File: src/amcd_pkg.sv
// Shared types and constants for the ASCII motor command decoder.
// Holds the classified-op, configuration and result types that the modules use.
// No dependencies.
package amcd_pkg;

	// Sizes
	localparam int NUM_CHANNELS_DEF = 8;
	localparam int VALUE_BITS_DEF   = 16;
	localparam int MAX_CHANNELS     = 8;
	localparam int CH_W             = 3;
	localparam int NUM_FIELDS       = 16;
	localparam int INDEX_SAT        = NUM_FIELDS + 1;
	localparam int FIELD_IDX_W      = 5;
	localparam int PULSE_W          = 16;
	localparam int TICK_W           = 16;
	localparam int TIMEOUT_W        = 15;
	localparam int QUEUE_DEPTH      = 2;
	localparam int CFG_IDX_W        = 2;
	localparam int CFG_DATA_W       = 16;

	// Input command codes
	localparam logic [1:0] CMD_BYTE   = 2'd0;
	localparam logic [1:0] CMD_TICK   = 2'd1;
	localparam logic [1:0] CMD_SWITCH = 2'd2;

	// Frame characters
	localparam logic [7:0] CHAR_M     = 8'h4D;
	localparam logic [7:0] CHAR_E     = 8'h45;
	localparam logic [7:0] CHAR_COLON = 8'h3A;
	localparam logic [7:0] CHAR_ZERO  = 8'h30;
	localparam logic [7:0] CHAR_NINE  = 8'h39;

	// Register indexes
	localparam logic [CFG_IDX_W-1:0] REG_ENABLE_MASK = 2'd0;
	localparam logic [CFG_IDX_W-1:0] REG_TIMEOUT     = 2'd1;
	localparam logic [CFG_IDX_W-1:0] REG_PERIOD      = 2'd2;
	localparam logic [CFG_IDX_W-1:0] REG_GATED       = 2'd3;

	// Register reset values
	localparam logic [MAX_CHANNELS-1:0] RST_ENABLE_MASK = 8'd127;
	localparam logic [TIMEOUT_W-1:0]    RST_TIMEOUT     = 15'd1000;
	localparam logic [PULSE_W-1:0]      RST_PERIOD      = 16'd1000;
	localparam logic [CH_W-1:0]         RST_GATED       = 3'd4;

	typedef enum logic [2:0] {
		OP_MARK,
		OP_DIGIT,
		OP_COLON,
		OP_END,
		OP_TICK,
		OP_SWITCH,
		OP_NONE
	} op_kind_t;

	typedef struct packed {
		op_kind_t   kind;
		logic [3:0] digit;
		logic       sw_sel;
		logic       sw_pressed;
	} op_t;

	typedef struct packed {
		logic [MAX_CHANNELS-1:0] enable_mask;
		logic [TIMEOUT_W-1:0]    timeout;
		logic [PULSE_W-1:0]      period;
		logic [CH_W-1:0]         gated;
	} cfg_t;

	typedef struct packed {
		logic [CH_W-1:0]    channel;
		logic               direction;
		logic [PULSE_W-1:0] pulse_width;
		logic               last;
	} result_t;

endpackage

File: src/ascii_motor_command_decoder_top.sv
// Top level of the ASCII motor command decoder: configuration registers, front
// end, op queue and back end. Depends on amcd_pkg, amcd_front, amcd_queue, amcd_back.
//
//   Channel   Direction  Handshake            Payload
//   s_*       in         s_tvalid / s_tready  s_tuser: command; s_tdata: byte, switch
//   m_*       out        m_tvalid / m_tready  m_tdata: channel, dir, pulse; m_tlast
//   cfg_*     in         cfg_wen (no wait)    cfg_index, cfg_wdata
//
// Most byte, tick and switch ops are executed in the idle state; a switch press
// that emits waits for the result register to free up.
// An 'E' byte is taken in the idle state, reads the gated channel in the prep
// state, steps through the channel slots up to the highest emitting channel, then
// closes the frame. A watchdog timeout scans the same way without the read step;
// each held-off result stalls the scan until the output register frees up.
// The two-entry op queue lets the input side keep accepting while the back end
// scans or the output stalls. Reset is asynchronous; no clearing pass is needed.
module ascii_motor_command_decoder_top #(
	parameter int NUM_CHANNELS = amcd_pkg::NUM_CHANNELS_DEF,
	parameter int VALUE_BITS   = amcd_pkg::VALUE_BITS_DEF
) (
	input  logic                           clk,
	input  logic                           arst_n,
	// Input items
	input  logic                           s_tvalid,
	output logic                           s_tready,
	input  logic [1:0]                     s_tuser,   // [1:0] command
	input  logic [15:0]                    s_tdata,   // [7:0] rx_byte, [8] switch_select,
	                                                  // [9] switch_level, rest zero
	// Result items
	output logic                           m_tvalid,
	input  logic                           m_tready,
	output logic [23:0]                    m_tdata,   // [2:0] channel, [3] direction,
	                                                  // [19:4] pulse_width, rest zero
	output logic                           m_tlast,
	// Configuration writes
	input  logic                           cfg_wen,
	input  logic [amcd_pkg::CFG_IDX_W-1:0] cfg_index,
	input  logic [amcd_pkg::CFG_DATA_W-1:0] cfg_wdata
);
	import amcd_pkg::*;

	cfg_t    cfg_q;
	op_t     front_op, queue_op;
	logic    q_push, q_full, q_valid, q_pop;
	result_t res;

	// Configuration registers: write-only, taken on any cycle with cfg_wen high.
	always_ff @(posedge clk or negedge arst_n) begin
		if (!arst_n) begin
			cfg_q.enable_mask <= RST_ENABLE_MASK;
			cfg_q.timeout     <= RST_TIMEOUT;
			cfg_q.period      <= RST_PERIOD;
			cfg_q.gated       <= RST_GATED;
		end else if (cfg_wen) begin
			unique case (cfg_index)
				REG_ENABLE_MASK: cfg_q.enable_mask <= cfg_wdata[MAX_CHANNELS-1:0];
				REG_TIMEOUT:     cfg_q.timeout     <= cfg_wdata[TIMEOUT_W-1:0];
				REG_PERIOD:      cfg_q.period      <= cfg_wdata[PULSE_W-1:0];
				REG_GATED:       cfg_q.gated       <= cfg_wdata[CH_W-1:0];
				default: ;
			endcase
		end
	end

	// Classify each request and drop stray bytes and unused commands.
	amcd_front u_front (
		.s_tvalid (s_tvalid),
		.s_tready (s_tready),
		.s_tuser  (s_tuser),
		.s_tdata  (s_tdata),
		.q_full   (q_full),
		.q_push   (q_push),
		.q_op     (front_op)
	);

	// Hold classified ops until the back end is free.
	amcd_queue u_queue (
		.clk     (clk),
		.arst_n  (arst_n),
		.push    (q_push),
		.push_op (front_op),
		.full    (q_full),
		.valid   (q_valid),
		.pop     (q_pop),
		.pop_op  (queue_op)
	);

	// Execute ops and advance through channel updates one at a time.
	amcd_back #(
		.NUM_CHANNELS (NUM_CHANNELS),
		.VALUE_BITS   (VALUE_BITS)
	) u_back (
		.clk       (clk),
		.arst_n    (arst_n),
		.cfg       (cfg_q),
		.op_valid  (q_valid),
		.op_pop    (q_pop),
		.op        (queue_op),
		.res_valid (m_tvalid),
		.res_ready (m_tready),
		.res       (res)
	);

	// Pack the result; the last flag travels on tlast.
	assign m_tdata = {4'b0000, res.pulse_width, res.direction, res.channel};
	assign m_tlast = res.last;

endmodule

File: src/amcd_front.sv
// Front end: accepts input items and classifies them into ops for the queue.
// Depends on amcd_pkg.
module amcd_front (
	input  logic              s_tvalid,
	output logic              s_tready,
	input  logic [1:0]        s_tuser,
	input  logic [15:0]       s_tdata,
	input  logic              q_full,
	output logic              q_push,
	output amcd_pkg::op_t     q_op
);
	import amcd_pkg::*;

	logic [7:0] rx_byte;
	logic [7:0] digit_val;

	assign rx_byte   = s_tdata[7:0];
	assign digit_val = rx_byte - CHAR_ZERO;

	always_comb begin
		q_op.kind       = OP_NONE;
		q_op.digit      = digit_val[3:0];
		q_op.sw_sel     = s_tdata[8];
		q_op.sw_pressed = ~s_tdata[9];
		unique case (s_tuser)
			CMD_BYTE: begin
				if (rx_byte == CHAR_M) begin
					q_op.kind = OP_MARK;
				end else if (rx_byte >= CHAR_ZERO && rx_byte <= CHAR_NINE) begin
					q_op.kind = OP_DIGIT;
				end else if (rx_byte == CHAR_COLON) begin
					q_op.kind = OP_COLON;
				end else if (rx_byte == CHAR_E) begin
					q_op.kind = OP_END;
				end
			end
			CMD_TICK:   q_op.kind = OP_TICK;
			CMD_SWITCH: q_op.kind = OP_SWITCH;
			default:    q_op.kind = OP_NONE;
		endcase
	end

	// Take every item while there is room; drop those that classify to no op.
	assign s_tready = ~q_full;
	assign q_push   = s_tvalid & ~q_full & (q_op.kind != OP_NONE);

endmodule

File: src/amcd_queue.sv
// Short op queue between the front end and the back end.
// Depends on amcd_pkg.
module amcd_queue (
	input  logic          clk,
	input  logic          arst_n,
	input  logic          push,
	input  amcd_pkg::op_t push_op,
	output logic          full,
	output logic          valid,
	input  logic          pop,
	output amcd_pkg::op_t pop_op
);
	import amcd_pkg::*;

	localparam int PTR_W = (QUEUE_DEPTH > 1) ? $clog2(QUEUE_DEPTH) : 1;
	localparam int CNT_W = $clog2(QUEUE_DEPTH + 1);
	localparam logic [PTR_W-1:0] LAST_PTR = PTR_W'(QUEUE_DEPTH - 1);

	op_t              slot_q [QUEUE_DEPTH];
	logic [PTR_W-1:0] wr_ptr_q, rd_ptr_q;
	logic [CNT_W-1:0] count_q;
	logic             do_push, do_pop;

	assign full    = (count_q == CNT_W'(QUEUE_DEPTH));
	assign valid   = (count_q != '0);
	assign pop_op  = slot_q[rd_ptr_q];
	assign do_push = push & ~full;
	assign do_pop  = pop & valid;

	always_ff @(posedge clk) begin
		if (do_push) begin
			slot_q[wr_ptr_q] <= push_op;
		end
	end

	always_ff @(posedge clk or negedge arst_n) begin
		if (!arst_n) begin
			wr_ptr_q <= '0;
			rd_ptr_q <= '0;
			count_q  <= '0;
		end else begin
			if (do_push) begin
				wr_ptr_q <= (wr_ptr_q == LAST_PTR) ? '0 : wr_ptr_q + 1'b1;
			end
			if (do_pop) begin
				rd_ptr_q <= (rd_ptr_q == LAST_PTR) ? '0 : rd_ptr_q + 1'b1;
			end
			if (do_push && !do_pop) begin
				count_q <= count_q + 1'b1;
			end else if (do_pop && !do_push) begin
				count_q <= count_q - 1'b1;
			end
		end
	end

endmodule

File: src/amcd_back.sv
// Back end: executes classified ops, holds the frame fields, switch and watchdog
// state, and drives the result register. Depends on amcd_pkg.
module amcd_back #(
	parameter int NUM_CHANNELS = amcd_pkg::NUM_CHANNELS_DEF,
	parameter int VALUE_BITS   = amcd_pkg::VALUE_BITS_DEF
) (
	input  logic              clk,
	input  logic              arst_n,
	input  amcd_pkg::cfg_t    cfg,
	input  logic              op_valid,
	output logic              op_pop,
	input  amcd_pkg::op_t     op,
	output logic              res_valid,
	input  logic              res_ready,
	output amcd_pkg::result_t res
);
	import amcd_pkg::*;

	localparam int CH_LIMIT = (NUM_CHANNELS < MAX_CHANNELS) ? NUM_CHANNELS : MAX_CHANNELS;
	localparam logic [MAX_CHANNELS-1:0] LIMIT_MASK =
		MAX_CHANNELS'((17'd1 << CH_LIMIT) - 17'd1);
	localparam int ROWS   = NUM_FIELDS / 2;
	localparam int ROW_W  = $clog2(ROWS);
	localparam int FSEL_W = $clog2(NUM_FIELDS);
	localparam int PROD_W = VALUE_BITS + 4;
	localparam int CMP_W  = (VALUE_BITS > PULSE_W) ? VALUE_BITS : PULSE_W;
	localparam logic [PROD_W-1:0] MAXV_EXT = {4'b0000, {VALUE_BITS{1'b1}}};
	localparam logic [MAX_CHANNELS-1:0] ONE_CH = MAX_CHANNELS'(1);

	typedef enum logic [2:0] {
		ST_IDLE = 3'b001,
		ST_PREP = 3'b010,
		ST_SCAN = 3'b100
	} state_t;

	typedef enum logic {
		MODE_FRAME,
		MODE_WDOG
	} mode_t;

	typedef logic [VALUE_BITS-1:0] value_t;

	value_t                  even_q [ROWS];
	value_t                  odd_q  [ROWS];
	logic [FIELD_IDX_W-1:0]  idx_q;
	logic [MAX_CHANNELS-1:0] dir_q;
	logic [MAX_CHANNELS-1:0] mask_q;
	logic                    frame_seen_q, upper_q, lower_q;
	logic [TICK_W-1:0]       tick_q;
	logic [CH_W-1:0]         chan_q;
	state_t                  state_q;
	mode_t                   mode_q;
	logic                    res_valid_q;
	result_t                 res_q;

	logic [MAX_CHANNELS-1:0] en_mask, ch_oh, gate_oh, rest;
	logic [FIELD_IDX_W-1:0]  idx_m1;
	logic [FSEL_W-1:0]       field_sel;
	logic [ROW_W-1:0]        rd_row;
	value_t                  rd_even, rd_odd, cur, sat;
	logic [PROD_W-1:0]       prod;
	logic                    digit_ok, out_free, sw_emit, blocked, tick_over, res_load;
	logic [TICK_W-1:0]       tick_next;
	logic [PULSE_W-1:0]      pw_clamped;
	logic [CMP_W-1:0]        odd_ext, period_ext;

	assign en_mask   = cfg.enable_mask & LIMIT_MASK;
	assign idx_m1    = idx_q - 1'b1;
	assign field_sel = idx_m1[FSEL_W-1:0];
	assign digit_ok  = (idx_q != '0) && (idx_q <= FIELD_IDX_W'(NUM_FIELDS));

	always_comb begin
		unique case (state_q)
			ST_IDLE: rd_row = field_sel[FSEL_W-1:1];
			ST_PREP: rd_row = cfg.gated;
			ST_SCAN: rd_row = chan_q;
			default: rd_row = chan_q;
		endcase
	end

	assign rd_even = even_q[rd_row];
	assign rd_odd  = odd_q[rd_row];

	// Decimal accumulate with saturation: v*10 + d.
	assign cur  = field_sel[0] ? rd_odd : rd_even;
	assign prod = ({4'b0000, cur} << 3) + ({4'b0000, cur} << 1) + PROD_W'(op.digit);
	assign sat  = (prod > MAXV_EXT) ? {VALUE_BITS{1'b1}} : prod[VALUE_BITS-1:0];

	// Pulse width limited to the period.
	assign odd_ext    = CMP_W'(rd_odd);
	assign period_ext = CMP_W'(cfg.period);
	assign pw_clamped = (odd_ext > period_ext) ? cfg.period : odd_ext[PULSE_W-1:0];

	assign out_free  = ~res_valid_q | res_ready;
	assign gate_oh   = ONE_CH << cfg.gated;
	assign ch_oh     = ONE_CH << chan_q;
	assign rest      = mask_q & ~ch_oh;
	assign blocked   = (rd_even != '0) ? upper_q : lower_q;
	assign tick_next = tick_q + 1'b1;
	assign tick_over = tick_next > TICK_W'(cfg.timeout);
	assign sw_emit   = (op.kind == OP_SWITCH) & op.sw_pressed & en_mask[cfg.gated];
	assign op_pop    = (state_q == ST_IDLE) & op_valid & ~(sw_emit & ~out_free);

	// A new result enters the output register this cycle.
	assign res_load  = ((state_q == ST_IDLE) & op_pop & sw_emit)
		| ((state_q == ST_SCAN) & (mask_q != '0) & mask_q[chan_q] & out_free);

	assign res_valid = res_valid_q;
	assign res       = res_q;

	always_ff @(posedge clk or negedge arst_n) begin
		if (!arst_n) begin
			for (int r = 0; r < ROWS; r++) begin
				even_q[r] <= '0;
				odd_q[r]  <= '0;
			end
			idx_q        <= '0;
			dir_q        <= '0;
			mask_q       <= '0;
			frame_seen_q <= 1'b0;
			upper_q      <= 1'b0;
			lower_q      <= 1'b0;
			tick_q       <= '0;
			chan_q       <= '0;
			state_q      <= ST_IDLE;
			mode_q       <= MODE_FRAME;
			res_valid_q  <= 1'b0;
			res_q        <= '0;
		end else begin
			if (res_valid_q && res_ready && !res_load) begin
				res_valid_q <= 1'b0;
			end
			unique case (state_q)
				ST_IDLE: begin
					if (op_pop) begin
						case (op.kind)
							OP_MARK: begin
								for (int r = 0; r < ROWS; r++) begin
									even_q[r] <= '0;
									odd_q[r]  <= '0;
								end
								idx_q <= '0;
							end
							OP_DIGIT: begin
								if (digit_ok) begin
									if (field_sel[0]) begin
										odd_q[rd_row] <= sat;
									end else begin
										even_q[rd_row] <= sat;
									end
								end
							end
							OP_COLON: begin
								if (idx_q < FIELD_IDX_W'(INDEX_SAT)) begin
									idx_q <= idx_q + 1'b1;
								end
							end
							OP_END: begin
								mode_q  <= MODE_FRAME;
								state_q <= ST_PREP;
							end
							OP_TICK: begin
								if (frame_seen_q) begin
									frame_seen_q <= 1'b0;
									tick_q       <= '0;
								end else if (tick_over) begin
									tick_q  <= '0;
									mask_q  <= en_mask;
									chan_q  <= '0;
									mode_q  <= MODE_WDOG;
									state_q <= ST_SCAN;
								end else begin
									tick_q <= tick_next;
								end
							end
							OP_SWITCH: begin
								if (op.sw_sel) begin
									lower_q <= op.sw_pressed;
								end else begin
									upper_q <= op.sw_pressed;
								end
								if (sw_emit) begin
									res_valid_q       <= 1'b1;
									res_q.channel     <= cfg.gated;
									res_q.direction   <= dir_q[cfg.gated];
									res_q.pulse_width <= '0;
									res_q.last        <= 1'b1;
								end
							end
							default: ;
						endcase
					end
				end
				ST_PREP: begin
					// Block the gated channel when the switch on its side is pressed.
					mask_q  <= en_mask & ~(blocked ? gate_oh : '0);
					chan_q  <= '0;
					state_q <= ST_SCAN;
				end
				ST_SCAN: begin
					if (mask_q == '0) begin
						if (mode_q == MODE_FRAME) begin
							for (int r = 0; r < ROWS; r++) begin
								even_q[r] <= '0;
								odd_q[r]  <= '0;
							end
							idx_q        <= '0;
							frame_seen_q <= 1'b1;
						end
						state_q <= ST_IDLE;
					end else if (!mask_q[chan_q]) begin
						chan_q <= chan_q + 1'b1;
					end else if (out_free) begin
						res_valid_q   <= 1'b1;
						res_q.channel <= chan_q;
						res_q.last    <= (rest == '0);
						if (mode_q == MODE_FRAME) begin
							res_q.direction   <= (rd_even != '0);
							res_q.pulse_width <= pw_clamped;
							dir_q[chan_q]     <= (rd_even != '0);
						end else begin
							res_q.direction   <= 1'b0;
							res_q.pulse_width <= '0;
							dir_q[chan_q]     <= 1'b0;
						end
						mask_q <= rest;
						chan_q <= chan_q + 1'b1;
					end
				end
				default: state_q <= ST_IDLE;
			endcase
		end
	end

endmodule

File: config.mk
export PLATFORM = sky130hd
export DESIGN_NAME = ascii_motor_command_decoder_top
export DESIGN_NICKNAME = d
export VERILOG_FILES = /design/src/amcd_pkg.sv /design/src/ascii_motor_command_decoder_top.sv /design/src/amcd_front.sv /design/src/amcd_queue.sv /design/src/amcd_back.sv
export SDC_FILE = /design/constraint.sdc
export NUM_CORES = 1
export LEC_CHECK = 0
export BUFFER_PORTS_ARGS = -buffer_cell sky130_fd_sc_hd__buf_2
export CELL_PAD_IN_SITES_DETAIL_PLACEMENT = 0
export CELL_PAD_IN_SITES_GLOBAL_PLACEMENT = 1
export CORE_MARGIN = 5
export CORE_UTILIZATION = 35
export DETAILED_ROUTE_END_ITERATION = 7
export GPL_ROUTABILITY_DRIVEN = 1
export GPL_TIMING_DRIVEN = 0
export PLACE_DENSITY = 0.64
export SLEW_MARGIN = 20
export SYNTH_ARGS = -nofsm -noshare
export SYNTH_HDL_FRONTEND = slang
export SYNTH_SLANG_ARGS = --single-unit
File: constraint.sdc
create_clock -name clk -period 12.9 [get_ports clk]
set_clock_uncertainty 0.2 [all_clocks]
set_input_delay 3.87 -clock clk [delete_from_list [all_inputs] [get_ports clk]]
set_output_delay 3.87 -clock clk [all_outputs]
set_load 0.005 [all_outputs]
Word level (Yosys, flattened, before mapping)
Memories as Yosys holds them, arrays and structs flattened. Cells that the tools add are included.

Memories: 1. Input port bits: 41. Register bits after elaboration: 371. Logic and storage cells: 279. Output and inout bits: 27. RAM bits: 18.

Bitwise operators: 30. Shift-type cells: 2. $add $sub $neg: 11. Multiplexer cells: 103. Reduce and logical (&&, ||, !) cells: 41. Equality and inequality tests: 41. Order comparisons: 12.

Memories: u_queue.slot_q (depth 2, bits a word 9, read ports 1, clocked after memory_dff 0, write ports 1, RTL line amcd_queue.sv:19) `op_t slot_q [QUEUE_DEPTH];`.

Operators with widths (count): $mux W128 (8); $pmux W128 S2 (4); $bwmux W128 (2); $mux W16 (10); $mux W21 (6); $bmux W16 S3 (2); $mux W8 (9); $demux W16 S3 (1); $mux W3 (15); $pmux W21 S2 (1); $reduce_and A7 Y1 (4); $pmux W3 S3 (3); $and A8 B8 Y8 (3); $not A8 Y8 (3); $pmux W8 S3 (1); $mux W1 (22); $ne A3 B3 Y1 const B (7); $add A19 B17 Y20 (1); $add A20 B4 Y20 (1); $gt A20 B16 Y1 const B (1); $mux W5 (4); $pmux W5 S2 (2); $mux W17 (1); $add A16 B1 Y16 const B (1); other kinds (53) (128).

Longest topological paths before layout
Gate-level depths: netlist of run 1.

Depth in word-level cells: 17. Mapped depth: 30. Depth with buffers taken out: 25.

Modules after synthesis
Synthesis of run 1 repeated with hierarchy kept, for this count alone.

Cell total of the unflattened synthesis: 2118. Area, all modules: 20190.6 µm².

By module, submodules not included: amcd_back (instances 1, area an instance 17451.7 µm², cells each 1944); ascii_motor_command_decoder_top (instances 1, area an instance 1654.1 µm², cells each 95); amcd_queue (instances 1, area an instance 852.1 µm², cells each 47); amcd_front (instances 1, area an instance 232.7 µm², cells each 32).

Worst setup path before layout of run 1
Ideal clock, no wire load.

Kind: reg-to-reg. From: register u_back.idx_q[0]. To: register u_back.even_q[11] (netlist bit). Data arrival time: 6.086 ns. Path buffers: 6. Clock period less this slack: 6.407 ns. Required time: 12.579 ns. Cell stages (with the launch flop): 31. Slack: 6.493 ns. Path through: dfrtp_1 > clkbuf_1 > inv_2 > ha_1 > nor3b_2 > o21a_2 > nor2_8 > buf_6 > buf_4 > buf_2 > nand3_1 > o22ai_1 > nor2_1 > o211ai_1 > o21ai_0 > inv_1 > fa_1 > inv_1 > fa_1 > a21oi_1 > o211ai_1 > a31oi_1 > o21ai_0 > a21o_1 > a21oi_1 > xor2_1 > o311a_2 > buf_4 > nand2_2 > buf_2 > a22o_1.

Cells in the longest elaborated chain, start to end: 17.

Ends and longest elaborated chain: from (decl) (RTL line amcd_back.sv:45) `logic [FIELD_IDX_W-1:0] idx_q;`; from (signal assigned) (RTL line amcd_back.sv:155) `idx_q <= idx_q + 1'b1;`; $sub A4 B1 Y4 (RTL line amcd_back.sv:68) `assign idx_m1 = idx_q - 1'b1;`; $pmux W3 S2 (RTL line amcd_back.sv:73) `unique case (state_q)`; $not A3 Y4 (not written as such) (RTL line amcd_back.sv:81, amcd_back.sv:82, amcd_back.sv:149); $bmux W16 S3 (on tied branches) (RTL line amcd_back.sv:81, amcd_back.sv:82); $mux W16 (on tied branches) (2 in series) (RTL line amcd_back.sv:81, amcd_back.sv:82); $mux W16 (RTL line amcd_back.sv:85) `assign cur = field_sel[0] ? rd_odd : rd_even;`; $add A19 B17 Y20 (RTL line amcd_back.sv:86) `assign prod = ({4'b0000, cur} << 3) + ({4'b0000, cur} << 1) + PROD_W'(op.digit);`; $add A20 B4 Y20 (RTL line amcd_back.sv:86); $gt A20 B16 Y1 (RTL line amcd_back.sv:87) `assign sat = (prod > MAXV_EXT) ? {VALUE_BITS{1'b1}} : prod[VALUE_BITS-1:0];`; $mux W16 (RTL line amcd_back.sv:87); $bwmux W128 (RTL line amcd_back.sv:149) `even_q[rd_row] <= sat;`; $mux W128 (RTL line amcd_back.sv:146) `if (field_sel[0]) begin`; $mux W128 (RTL line amcd_back.sv:145) `if (digit_ok) begin`; $pmux W128 S2 (RTL line amcd_back.sv:136) `case (op.kind)`; $mux W128 (RTL line amcd_back.sv:135) `if (op_pop) begin`; $pmux W128 S2 (RTL line amcd_back.sv:133) `unique case (state_q)`; to (signal, indexed assignment) (RTL line amcd_back.sv:149); to (decl) (RTL line amcd_back.sv:43) `value_t even_q [ROWS];`.

Several ways; a longest one is shown, not always the timed one. The select of a mux whose other input is x is not followed. A chain may end at the register's enable or synchronous reset.

Worst setup path in the final report of run 1
From: register u_back.idx_q[0]. To: register u_back.even_q[10] (netlist bit).

Same word-level chain as after synthesis.

==> impl_results.md, run 1 <==
- Footprint of the multi-input gates: 0.00952 sq mm
- Final wirelength: 64100 microns
- WL/cell: roughly 23 microns
- Post-DP HPWL: 46000 microns
- CP Data Required Time: around 13 ns
- Seq/Total Area, Yosys: 0.486
- Unique masters post-synth: 93
- Multiplexer share of the synthesized area: 0.0936
- Hold WC Path Type: reg -> reg
- Post-synth EDFFs: 18
- Slew HR: 0.192
- # setup viols final: 0
- H-Tree Depth: 2
- Clk Latency, worst-skew pair: roughly 0.6 ns
- CP Max Fanout: 10
- GRT Resource Usage Total: 0.201
- Remaining global-route overflow: 0
- Boundary Pins: ~70
- CTS Sinks: 389
- Dpl ws: approximately 3.8 ns
- Vias in the first global route: 16000
- Most frequent cells in the layout: dfrtp_1, a22o_1, nand2_1, buf_2, nor2_1
- Diode count: 0
- Die Height: between 200 and 300 microns
- Antenna-violating nets left: 0
- Clock slew at reported path FFs: 0.06 ns
- Leading area contributor after synthesis: dfrtp_1
- Synth Area in Adders: 0.0477
- Die Span X: 251 microns
- Root buf cell: clkbuf_16
- Synthesis Warnings: 0
- Final setup TNS: 0 ns
- First-pass iteration count of the detailed router: 7
- TritonCTS clock tree: done
- Critical path class: reg -> reg
- Setup bufs post-CTS: 0
- #FFs+latches synth: 389
- Actual slew at the worst max-slew pin: 1.20 ns
- # fillers: ~5600
- Post-Syn Area: around 0.020 sq mm
- Hold Buf Count CTS: 0
- Synth Area in Compound Gates: 0.208
- CTS resizes: 0
- Die area: between 0.06 and 0.07 sq mm
- Share of cells above drive strength 1: 0.175
- Initial Util: 0.353
- Via density: about 5.7
- Final hold violations: 0
- R2r worst-path depth: 27
- Max_cap viols: 0
- F_max: 110 MHz
- Final period util: 0.705
- Status: finished clean
- Slew Viols, Final: 0
- Top FF cell, synth: dfrtp_1
- Layout area overhead: 13.9%
- Placer Congestion: 0.879
- RSZ-0062 raised after global routing: no
- Post-synth top area share: 0.432
- Fin nets: between 2000 and 2500
- Setup ws final: 3.81 ns
- Worst EP arrival: approximately 9.4 ns
- Hold Path Depth: 2
- Vias: around 16000
- Iteration-0 DRC Markers: between 1000 and 1500
- FF+latch area: ~0.0099 sq mm
- Commonest non-fill, non-tap cell in the layout: dfrtp_1
- Share of synthesized flip-flops with an asynchronous set or reset: 0.954
- Rows: 88
- Antenna violations before repair: 0
- CTS max path bufs: 3
- DRC violation count after routing: 0
- Largest family of logic cells by synthesized area: compound AO/OA/AOI/OAI gates
- Core outline area: 0.0575 sq mm
- First-pass GRT wire length: between 90000 and 100000 microns
- Maximum number of pins on one net before global-route repair: 97
- CP startpoint kind: register
- CP Capture Type: register
- Synth Area in XOR/XNOR: 0.0147
- Top cells by area, synth: dfrtp_1, a22o_1, ha_1
- Synth Instances: 1851
- Post-Synth Simple-Gate Area: 0.104
- # port buffers: between 50 and 60
- Mapped Avg Cell Area: ~11 sq um
- Num CTS Buffers: 45
- Fin crit period: between 9 and 10 ns
area by class of cell:
| type | count | share of cell area |
|---|---|---|
| Buffer | 119 | 0.0262 |
| Clock inverter | 15 | 0.00585 |
| Inverter | 84 | 0.0137 |
| Clock buffer | 63 | 0.0547 |
| Tap cell | 765 | 0.0415 |
| Sequential cell | 389 | 0.427 |
| Timing Repair Buffer | 65 | 0.0188 |
| Multi-Input combinational cell | 1262 | 0.413 |
critical path: stages, from the launching register on:
cell and delay (ns):
dfrtp_1 0.39, clkbuf_1 0.43, inv_2 0.22, ha_1 0.28, xnor2_1 0.14, a32oi_1 0.26, o21a_1 0.17, clkbuf_1 0.53
buf_2 0.41, buf_2 0.32, buf_1 0.50, o221ai_1 0.20, a2bb2oi_1 0.80, mux2_2 0.34, ha_1 0.24, ha_1 0.23
fa_1 0.40, a21oi_1 0.29, o211ai_1 0.18, a31oi_1 0.26, o21ai_0 0.23, a21o_1 0.23, a21oi_1 0.16, xor2_1 0.09
o311a_2 0.20, o21ai_1 0.47, clkbuf_1 0.59, a22o_1 0.22
synthesized netlist by cell type (8+ instances only):
cell / n
nor3_1: 17
a22o_1: 248
xor2_1: 17
o22ai_1: 8
a31oi_1: 10
dfstp_2: 21
nor2b_1: 9
nand2b_1: 17
nand3_1: 66
o31ai_1: 20
o21ai_0: 83
buf_2: 43
edfxtp_1: 18
a21oi_1: 52
a22oi_1: 9
nand2_1: 163
a21o_1: 8
mux2_2: 66
a211oi_1: 12
o21ai_1: 17
mux2i_1: 77
dfrtp_1: 350
xnor2_1: 17
a221oi_1: 11
nand2_2: 12
o21a_1: 12
nor2_1: 85
clkbuf_1: 49
nor2_2: 9
mux4_2: 13
inv_1: 82
buf_4: 15
nand4_1: 8
o211ai_1: 14
ha_1: 74
flip-flops by register name (all words and copies together) (netlist names), 2 cells and up:
signal and count:
u_back.mask_q 8, u_queue.count_q 2, cfg_q 42, u_back.even_q 128, u_queue.slot_q 18, u_back.chan_q 3, u_back.state_q 3, u_back.tick_q 16
u_back.dir_q 8, u_back.idx_q 5, u_back.odd_q 128, u_back.res 21
cell families (layout without fill, tap and decap cells):
| kind of cell | after synthesis | in the layout |
|---|---|---|
| adder cells (fa/ha/maj) | 76 | 76 |
| AO/OA/AOI/OAI | 552 | 552 |
| other | 1 | 4 |
| XOR/XNOR | 34 | 34 |
| flip-flops | 389 | 389 |
| AND/OR/NAND/NOR | 436 | 436 |
| multiplexers | 160 | 160 |
| buffers and inverters | 203 | 346 |
routing by layer:
layer / wire [microns] / up-vias / track usage / part of all wire
met4: 1710 / 0 / 0.0554 / 0.027
met1: 28600 / 8130 / 0.281 / 0.45
li1: - / 7114 / - / -
met3: 3540 / 104 / 0.0309 / 0.055
met5: 0 / - / 0 / 0
met2: 30200 / 468 / 0.325 / 0.47
metrics by stage:
stage / util / instance area [sq um] / hold WS, ns / std cells
6_report: 0.402 / 23100 / 0.263 / 2762
5_1_grt: 0.402 / 23100 / 0.295 / 2762
4_1_cts: 0.402 / 23100 / 0.266 / 2762
3_5_place_dp: 0.377 / 21700 / 0.252 / 2684
3_3_place_gp: 0.374 / 21500 / 0.247 / 2676
2_1_floorplan: - / 20300 / 0.248 / 1854
worst paths after layout:
check | slack [ns] | to | from
min in group asynchronous | 2.90 | u_back.tick_q[8] | arst_n
max in group asynchronous | 8.03 | u_back.even_q[71] | arst_n
setup / recovery | 3.81 | u_back.even_q[10] | u_back.idx_q[0]
hold / removal | 0.26 | u_back.res[17] | u_back.res[17]
setup reg to reg | 3.81 | u_back.even_q[10] | u_back.idx_q[0]
hold reg to reg | 0.26 | u_back.res[17] | u_back.res[17]
Power of run 1 is not shown: default switching activity piles up to over one toggle a cycle in this logic, so the estimate is an artifact.
==> run 2: changes to the inputs <==
clock period = 9.1 ns   (was 12.9 ns; I/O delays follow)
==> run 2 against run 1 <==
First-iteration DRC count grew 3.5%; via count is 0.35% lower; register-to-register slack worse by 3.2 ns; global-route usage unchanged; sequential cell count unchanged; maximum frequency up 6.9%; non-clock buffer count decreased by 1; die area is the same; critical path type unchanged; highest routed layer unchanged.
==> impl_results.md, run 2 (synthesis gave the netlist of run 1 again) <==
- Die Height: 251 microns (unchanged)
- Root buf cell: clkbuf_16
- Antenna-violating nets left: 0 (unchanged)
- Clk Latency, worst-skew pair: 0.60 ns (about the same)
- Die area: 0.0628 sq mm (unchanged)
- H-Tree Depth: 2 (unchanged)
- Iteration-0 DRC Markers: 1360 (+3.5%)
- Post-route insts no fill: 2761 (-0.036%)
- Final hold violations: 0 (unchanged)
- Diode count: 0 (unchanged)
- CP Max Fanout: 10 (unchanged)
- Hold Buf Count CTS: 0 (unchanged)
- Placed Cells: 2684 (unchanged)
- Final period util: 0.935 (+0.230)
- Dpl ws: 0.0398 ns (-3.80 ns)
- Vias: 15800 (-0.35%)
- TritonCTS clock tree: done
- Post-DP HPWL: 46000 microns (unchanged)
- WL/cell: 23.2 microns (about the same)
- First-pass iteration count of the detailed router: 7 (unchanged)
- Slew HR: 0.253 (+0.0605)
- Largest registers: u_back.even_q (128), u_back.odd_q (128), cfg_q (42)
- Status: finished clean
- Setup bufs post-CTS: 0 (unchanged)
- CP startpoint kind: register
- # port buffers: 57 (unchanged)
- Initial Util: 0.353 (unchanged)
- CTS max path bufs: 3 (unchanged)
- Most frequent cells in the layout: dfrtp_1, a22o_1, nand2_1, buf_2, nor2_1
- Antenna violations before repair: 0 (unchanged)
- Placer Congestion: 0.879 (unchanged)
- Layout area overhead: 14.0% (about the same)
- Worst EP arrival: 8.76 ns (-0.64 ns)
- CP Data Required Time: 9.36 ns (-3.85 ns)
- Remaining global-route overflow: 0 (unchanged)
- Vias in the first global route: 16000 (unchanged)
- CP Capture Type: register
- Fin nets: 2082 (-0.048%)
- Commonest non-fill, non-tap cell in the layout: dfrtp_1
- Final Util: 0.402 (about the same)
- CTS Sinks: 389 (unchanged)
- Clock slew at reported path FFs: 0.06 ns (about the same)
- GRT Resource Usage Total: 0.201 (unchanged)
- Fin crit period: 8.51 ns (-0.589 ns)
- Setup ws final: 0.594 ns (-3.21 ns)
- F_max: 118 MHz (+6.9%)
- # setup viols final: 0 (unchanged)
- Share of cells above drive strength 1: 0.176 (+0.00159)
- DRC violation count after routing: 0 (unchanged)
- RSZ-0062 raised after global routing: no
- Slew Viols, Final: 0 (unchanged)
- Via density: 5.71 (-0.31%)
- First-pass GRT wire length: 99200 microns (unchanged)
- Maximum number of pins on one net before global-route repair: 97 (unchanged)
- Critical path class: reg -> reg
- Actual slew at the worst max-slew pin: 1.12 ns (-0.0877 ns)
- Max_cap viols: 0 (unchanged)
- CTS resizes: 0 (unchanged)
- Final wirelength: 64100 microns (about the same)
- Rows: 88 (unchanged)
- Boundary Pins: 68 (unchanged)
- Hold WC Path Type: reg -> reg
- Num CTS Buffers: 45 (unchanged)
- Core outline area: 0.0575 sq mm (unchanged)
- Die Span X: 251 microns (unchanged)
run 2: changes by cell type in the layout (fill, tap and decap cells not counted):
cell / delta
a211oi_1: -1
a211oi_2: +1
a2bb2oi_1: -1
a2bb2oi_2: +1
buf_1: -1
clkbuf_1: -1
clkbuf_2: +1
nor2_2: -1
nor2_4: +1
run 2: final timing paths:
path / from / endpoint / slack (ns) / cells past startpoint
max: u_back.idx_q[0] / u_back.even_q[10] / 0.59 / 27
min: u_back.res[17] / u_back.res[17] / 0.27 / 2
max reg2reg: u_back.idx_q[0] / u_back.even_q[10] / 0.59 / 27
min reg2reg: u_back.res[17] / u_back.res[17] / 0.27 / 2
max in group asynchronous: arst_n / u_back.even_q[71] / 5.39 / 4
min in group asynchronous: arst_n / u_back.tick_q[8] / 1.76 / 1
run 2: worst max-delay path, stage by stage, from the launching register on:
cell	delay (ns)
dfrtp_1	0.39
clkbuf_1	0.43
inv_2	0.22
ha_1	0.28
xnor2_1	0.14
a32oi_1	0.28
o21a_1	0.18
clkbuf_1	0.52
buf_2	0.40
nand2_1	0.14
nor2_1	0.78
a222oi_1	0.27
o21ai_0	0.44
nor2_1	0.16
a21oi_1	0.28
ha_1	0.29
ha_1	0.24
nor3_1	0.25
o211ai_1	0.18
a31oi_1	0.26
o21ai_0	0.23
a21o_1	0.23
a21oi_1	0.16
xor2_1	0.18
o311a_2	0.30
o21ai_1	0.32
clkbuf_2	0.36
a22o_1	0.26
run 2: metrics by stage:
step                      setup TNS [ns]  cell area, sq um  hold slack, ns
after floorplan                        0             20300           0.248
after global placement           -752.84             21500           0.247
after detailed placement               0             21700           0.252
after CTS                              0             23100           0.266
after global routing                   0             23100           0.295
final                                  0             23100           0.266
run 2: final cells by class:
type,count,area (sq um)
fillers,5631,34400
clock inverters,15,135
flip-flops and latches,389,9850
repair buffers,65,433
multi-input cells,1262,9540
clock buffers,63,1260
inverters,84,315
well taps,765,957
plain buffers,118,603
run 2: layer usage:
metal	part of all wire	GRT usage
met1	0.45	0.281
met5	0	0
met2	0.47	0.325
met3	0.053	0.0309
met4	0.030	0.0554
Power of run 2 is left out for the same reason.
